[config.mk]
export PLATFORM = sky130hd
export DESIGN_NAME = vdhr_ctrl
export DESIGN_NICKNAME = d
export VERILOG_FILES = /design/src/vdhr_pkg.sv /design/src/vdhr_ctrl.sv
export SDC_FILE = /design/constraint.sdc
export NUM_CORES = 1
export LEC_CHECK = 0
export BUFFER_PORTS_ARGS = -buffer_cell sky130_fd_sc_hd__buf_2
export CAP_MARGIN = 20
export CORE_AREA = 4 4 41 43
export CTS_CLUSTER_SIZE = 20
export DETAILED_ROUTE_END_ITERATION = 10
export DIE_AREA = 0 0 45 47
export GPL_TIMING_DRIVEN = 0
export HOLD_SLACK_MARGIN = 0.08
export PLACE_DENSITY_LB_ADDON = 0.05
export SLEW_MARGIN = 25
export SYNTH_ARGS = -nofsm -noshare
export SYNTH_HDL_FRONTEND = slang
export SYNTH_SLANG_ARGS = --single-unit
[constraint.sdc]
create_clock -name clock -period 3.3 [get_ports clock]
set_clock_uncertainty 0.1 [all_clocks]
set_input_delay 0 -clock clock [delete_from_list [all_inputs] [get_ports clock]]
set_output_delay 0 -clock clock [all_outputs]
set_load 0.01 [all_outputs]
[src/vdhr_pkg.sv]
// Package for the vertex dedup hash remap block.
// Payload structs, controller states, command/status structs and hash constants.
// No dependencies.
package vdhr_pkg;

   localparam int unsigned NUM_KEY_FIELDS = 8;
   localparam int unsigned INDEX_W        = 12;
   localparam int unsigned UNIQUE_W       = 13;

   localparam logic [31:0] HASH_SEED  = 32'h811c9dc5;
   localparam logic [31:0] HASH_MUL   = 32'h9e3779b1;
   localparam logic [31:0] FIN_MUL_1  = 32'h85ebca6b;
   localparam logic [31:0] FIN_MUL_2  = 32'hc2b2ae35;

   localparam logic OP_INSERT = 1'b0;
   localparam logic OP_START  = 1'b1;

   localparam logic [1:0] CSR_KEY_WORDS  = 2'd0;
   localparam logic [1:0] CSR_KEY_BYTES  = 2'd1;
   localparam logic [1:0] CSR_TABLE_BITS = 2'd2;

   typedef struct packed {
      logic        opcode;
      logic [31:0] key_word_0;
      logic [31:0] key_word_1;
      logic [31:0] key_word_2;
      logic [31:0] key_word_3;
      logic [31:0] key_word_4;
      logic [31:0] key_word_5;
      logic [31:0] key_word_6;
      logic [31:0] key_word_7;
   } req_type;

   typedef struct packed {
      logic [11:0] unique_index;
      logic [31:0] vertex_number;
      logic        is_new;
      logic        status;
   } rsp_type;

   typedef enum logic [2:0] {
      ST_CLEAR,
      ST_IDLE,
      ST_HASH,
      ST_FIN1,
      ST_FIN2,
      ST_FIN3,
      ST_READ,
      ST_CHECK
   } state_type;

   typedef struct packed {
      logic load_key;
      logic start_mesh;
      logic clr_step;
      logic hash_step;
      logic fin1;
      logic fin2;
      logic fin3;
      logic probe_next;
      logic commit_new;
      logic commit_hit;
      logic commit_full;
   } cmd_type;

   typedef struct packed {
      logic clr_last;
      logic hash_last;
      logic slot_empty;
      logic key_hit;
      logic probe_last;
      logic out_free;
   } stat_type;

endpackage

[src/vdhr_ctrl.sv]
// Controller for the vertex dedup block: clear sweep, hash sequencing, probe loop.
// Depends on vdhr_pkg.
module vdhr_ctrl (
   input  logic              clock,
   input  logic              reset,
   input  logic              req_valid,
   input  logic              req_opcode,
   output logic              req_ready,
   input  vdhr_pkg::stat_type stat,
   output vdhr_pkg::cmd_type  cmd
);

   vdhr_pkg::state_type state_ff, state_in;

   always_ff @(posedge clock) begin
      if (reset) begin
         state_ff <= vdhr_pkg::ST_CLEAR;
      end else begin
         state_ff <= state_in;
      end
   end

   always_comb begin
      state_in = state_ff;
      case (state_ff)
         vdhr_pkg::ST_CLEAR: begin
            if (stat.clr_last) state_in = vdhr_pkg::ST_IDLE;
         end
         vdhr_pkg::ST_IDLE: begin
            if (req_valid) begin
               state_in = (req_opcode == vdhr_pkg::OP_START) ? vdhr_pkg::ST_CLEAR
                                                              : vdhr_pkg::ST_HASH;
            end
         end
         vdhr_pkg::ST_HASH: begin
            if (stat.hash_last) state_in = vdhr_pkg::ST_FIN1;
         end
         vdhr_pkg::ST_FIN1: state_in = vdhr_pkg::ST_FIN2;
         vdhr_pkg::ST_FIN2: state_in = vdhr_pkg::ST_FIN3;
         vdhr_pkg::ST_FIN3: state_in = vdhr_pkg::ST_READ;
         vdhr_pkg::ST_READ: state_in = vdhr_pkg::ST_CHECK;
         vdhr_pkg::ST_CHECK: begin
            if (stat.slot_empty || stat.key_hit || stat.probe_last) begin
               if (stat.out_free) state_in = vdhr_pkg::ST_IDLE;
            end else begin
               state_in = vdhr_pkg::ST_READ;
            end
         end
         default: state_in = vdhr_pkg::ST_IDLE;
      endcase
   end

   always_comb begin
      cmd       = '0;
      req_ready = 1'b0;
      case (state_ff)
         vdhr_pkg::ST_CLEAR: cmd.clr_step = 1'b1;
         vdhr_pkg::ST_IDLE: begin
            req_ready      = 1'b1;
            cmd.load_key   = req_valid && (req_opcode == vdhr_pkg::OP_INSERT);
            cmd.start_mesh = req_valid && (req_opcode == vdhr_pkg::OP_START);
         end
         vdhr_pkg::ST_HASH: cmd.hash_step = 1'b1;
         vdhr_pkg::ST_FIN1: cmd.fin1 = 1'b1;
         vdhr_pkg::ST_FIN2: cmd.fin2 = 1'b1;
         vdhr_pkg::ST_FIN3: cmd.fin3 = 1'b1;
         vdhr_pkg::ST_READ: ;
         vdhr_pkg::ST_CHECK: begin
            // empty slot wins over a compare against stale key data
            if (stat.slot_empty) begin
               cmd.commit_new = stat.out_free;
            end else if (stat.key_hit) begin
               cmd.commit_hit = stat.out_free;
            end else if (stat.probe_last) begin
               cmd.commit_full = stat.out_free;
            end else begin
               cmd.probe_next = 1'b1;
            end
         end
         default: ;
      endcase
   end

endmodule

==> results.md <==
- Pwr per Cell Area: between 400 and 500 nW/um2
- Antenna viol nets, final: 0
- Crit path launch type: flip-flop
- Placed inst area: 422 um2
- Drt wl/cell: 10.9 um
- Synth Register Bits: 3
- CP max stage delay: roughly 0.57 ns
- Final Hold Vio Count: 0
- Mapped Avg Cell Area: a little over 7 um2
- Drt drc: 0
- Crit. End Element: flip-flop
- I/O pins: 22
- Post-layout nets: 80
- Dpl cells: 77
- TritonCTS Buffers: 3
- Synth area leaders: dfxtp_1 (20%), nor3b_1 (10%), and3_1 (6.3%)
- Critical Path, Cell by Cell: buf_2 -> a21oi_1 -> a311oi_1 -> dlygate4sd3_1
- First-pass GRT wire length: roughly 1500 um
- Starting density of the core: between 20 and 25%
- Final setup margin: between 1.5 and 2 ns
- Share of the synthesized area in the top cell type: between 20% and 30%
- Overflow after GRT: 0
- Synth top cells by count: nor2_1 (4), nor3b_1 (4)
- Post-Syn Instances: 41
- Area of the multi-input gates: between 200 and 250 um2
- Die area: between 2000 and 2500 um2
- R2r worst-path depth: 4
- Clk sinks: 3
- Biggest regs: state_ff: 3 flops
- Post-synth EDFFs: 0
- Final setup fails: 0
- DR pass1 iterations: 2
- N_diodes: 0
- Final Cycle Share: around 50%
- Seq. cell area: approximately 60 um2
- Crit Path Class: reg -> reg
- CP Max Fanout: 10
- Initial drt markers: 6
- Root buf cell: clkbuf_4
- Num rows: 13
- Synth-to-layout area growth: 60.5%
- Layout cell share with drive strength beyond 1: about two fifths
- Min Tclk post-route: 1.69 ns
- Highest-delay cell along the critical path: dlygate4sd3_1
- Max-Cap Viols: 0
- Die H: 47 um
- Drt total wl: 912 um
- Layout fillers: approximately 150
- CP delay by family, top: buffers and inverters
- Number of synthesis warnings: 0
- Largest net degree at the start of global routing: 11
- IO Port Bufs: 21
- Synth cell types: 21
- Outcome: complete, no violations
- Reg clk slew, reported paths: approximately 0.040 ns
- Total track usage: about a tenth
- CP arrival: ~1.8 ns
- Relative slew margins: ~75%
- Min-Delay Path Depth: 4
- H-tree levels: 1
- Number of flip-flops in the largest register: 3
- Dpl ws: 1.85 ns
- Lkg Pwr: ~0.24 nW
- Cell area after synthesis: 298 um2
- Pin slew with the least headroom to its limit: ~0.37 ns
- Top FF cell, synth: dfxtp_1
- Critical Path RT: between 3 and 4 ns
- Max-slew violation count: 0
- Total number of vias: 399
- Fmax achieved: 0.591 GHz
- Yosys top cell by area: dfxtp_1
- CTS tree: yes
- Non-filler cells in the finished layout: 84
- Sequential share of the synthesized area: 20.2%
- Design Area, Final: around 480 um2
- Post-DP HPWL: between 700 and 800 um
- Top reg by flops: state_ff
- Hold crit path type: in -> reg
- Worst-Skew Late Latency: around 0.23 ns
- Setup TNS: 0 ns
- Die width: between 40 and 50 um
- Post-CTS Setup Inserts: 0
- Buf+Inv Stages, Crit Path: 2
- Deepest clock path buffer count: 2
- Syn nets: a little over 50
- GPL Wtd Cong: 0.647
- RSZ-0062 raised after global routing: no
- Peak VDD IR: between 0.2 and 0.3 mV
- Vias per inst: about 4.8
- Number of global-route vias before repair: between 300 and 400
- FFs w/ async S/R, synth: 0%
- Core box area: 1300 um2
- Initial antenna violation count: 0
- Critical path depth: 4
[layout by cell type, fill, tap and decap left out]
master and instances:
buf_2 24, nor2_1 4, nor3b_1 4, nand2_1 3
and3_1 3, a21oi_1 3, clkbuf_4 3, dlygate4sd3_1 3
dfxtp_1 3, and2_1 2, nor4b_1 2, nor2b_1 2
a311oi_1 2, inv_1 1, nand3_1 1, or3_4 1
nor3_1 1, mux2i_1 1, nand2b_1 1, a21o_1 1
a2111oi_0 1, a31oi_1 1, a221oi_1 1, clkbuf_1 1
[cell families after synthesis]
kind of cell / Yosys count / share of synthesized area [%]
buf+inv: 4 / 6.30
mux: 1 / 3.36
flops: 3 / 20.2
compound gates: 9 / 21.4
simple gates: 24 / 48.7
[final timing paths]
path	end	startpoint	slack, ns
max	state_ff[2]$_SDFFE_PP0P_	state_ff[1]$_SDFFE_PP0P_	1.61
min	state_ff[1]$_SDFFE_PP0P_	req_opcode	0.1
max reg2reg	state_ff[2]$_SDFFE_PP0P_	state_ff[1]$_SDFFE_PP0P_	1.61
min reg2reg	state_ff[1]$_SDFFE_PP0P_	state_ff[0]$_SDFFE_PP0P_	0.55
[timing repair]
action / 4_1_cts / 5_1_grt
endpoints found under the hold margin: 3 / 0
hold buffers: 3 / 0
resized for setup: 0 / 0
[metal layers]
metal | wire length, um | vias up | track usage (%)
met5 | 0 | - | 0
met4 | 0 | 0 | 0
met3 | 126 | 0 | 7.28
met2 | 366 | 20 | 14.7
met1 | 419 | 171 | 12.2
li1 | - | 208 | -
[layout make-up]
cell class / count / area share [%]
multi-input cells: 34 / 45.8
plain buffers: 3 / 3.14
well taps: 15 / 3.93
clock buffers: 4 / 5.50
flip-flops and latches: 3 / 12.6
inverters: 1 / 0.785
repair buffers: 24 / 28.3
[metrics by stage]
step	hold slack, ns	power (mW)	utilization (%)
after floorplan	-0.0525	0.0990	-
after global placement	0.113	0.129	32.4
after detailed placement	0.0989	0.126	32.4
after CTS	0.0973	0.198	36.7
after global routing	0.131	0.215	36.7
final	0.0952	0.194	36.7
[report_power, final]
part	leakage, nW	switching [mW]	internal [mW]	total, mW
Clock	0.0150	0.0198	0.0454	0.0651
Sequential	0.0247	0.00603	0.0421	0.0481
Combinational	0.200	0.0431	0.0377	0.0808
[tightest hold or removal path: stages]
cell and delay, ns:
buf_2 0.10, nand2b_1 0.06, a21oi_1 0.13, a311oi_1 0.10
Note: power is estimated with default switching activity, not from simulation.
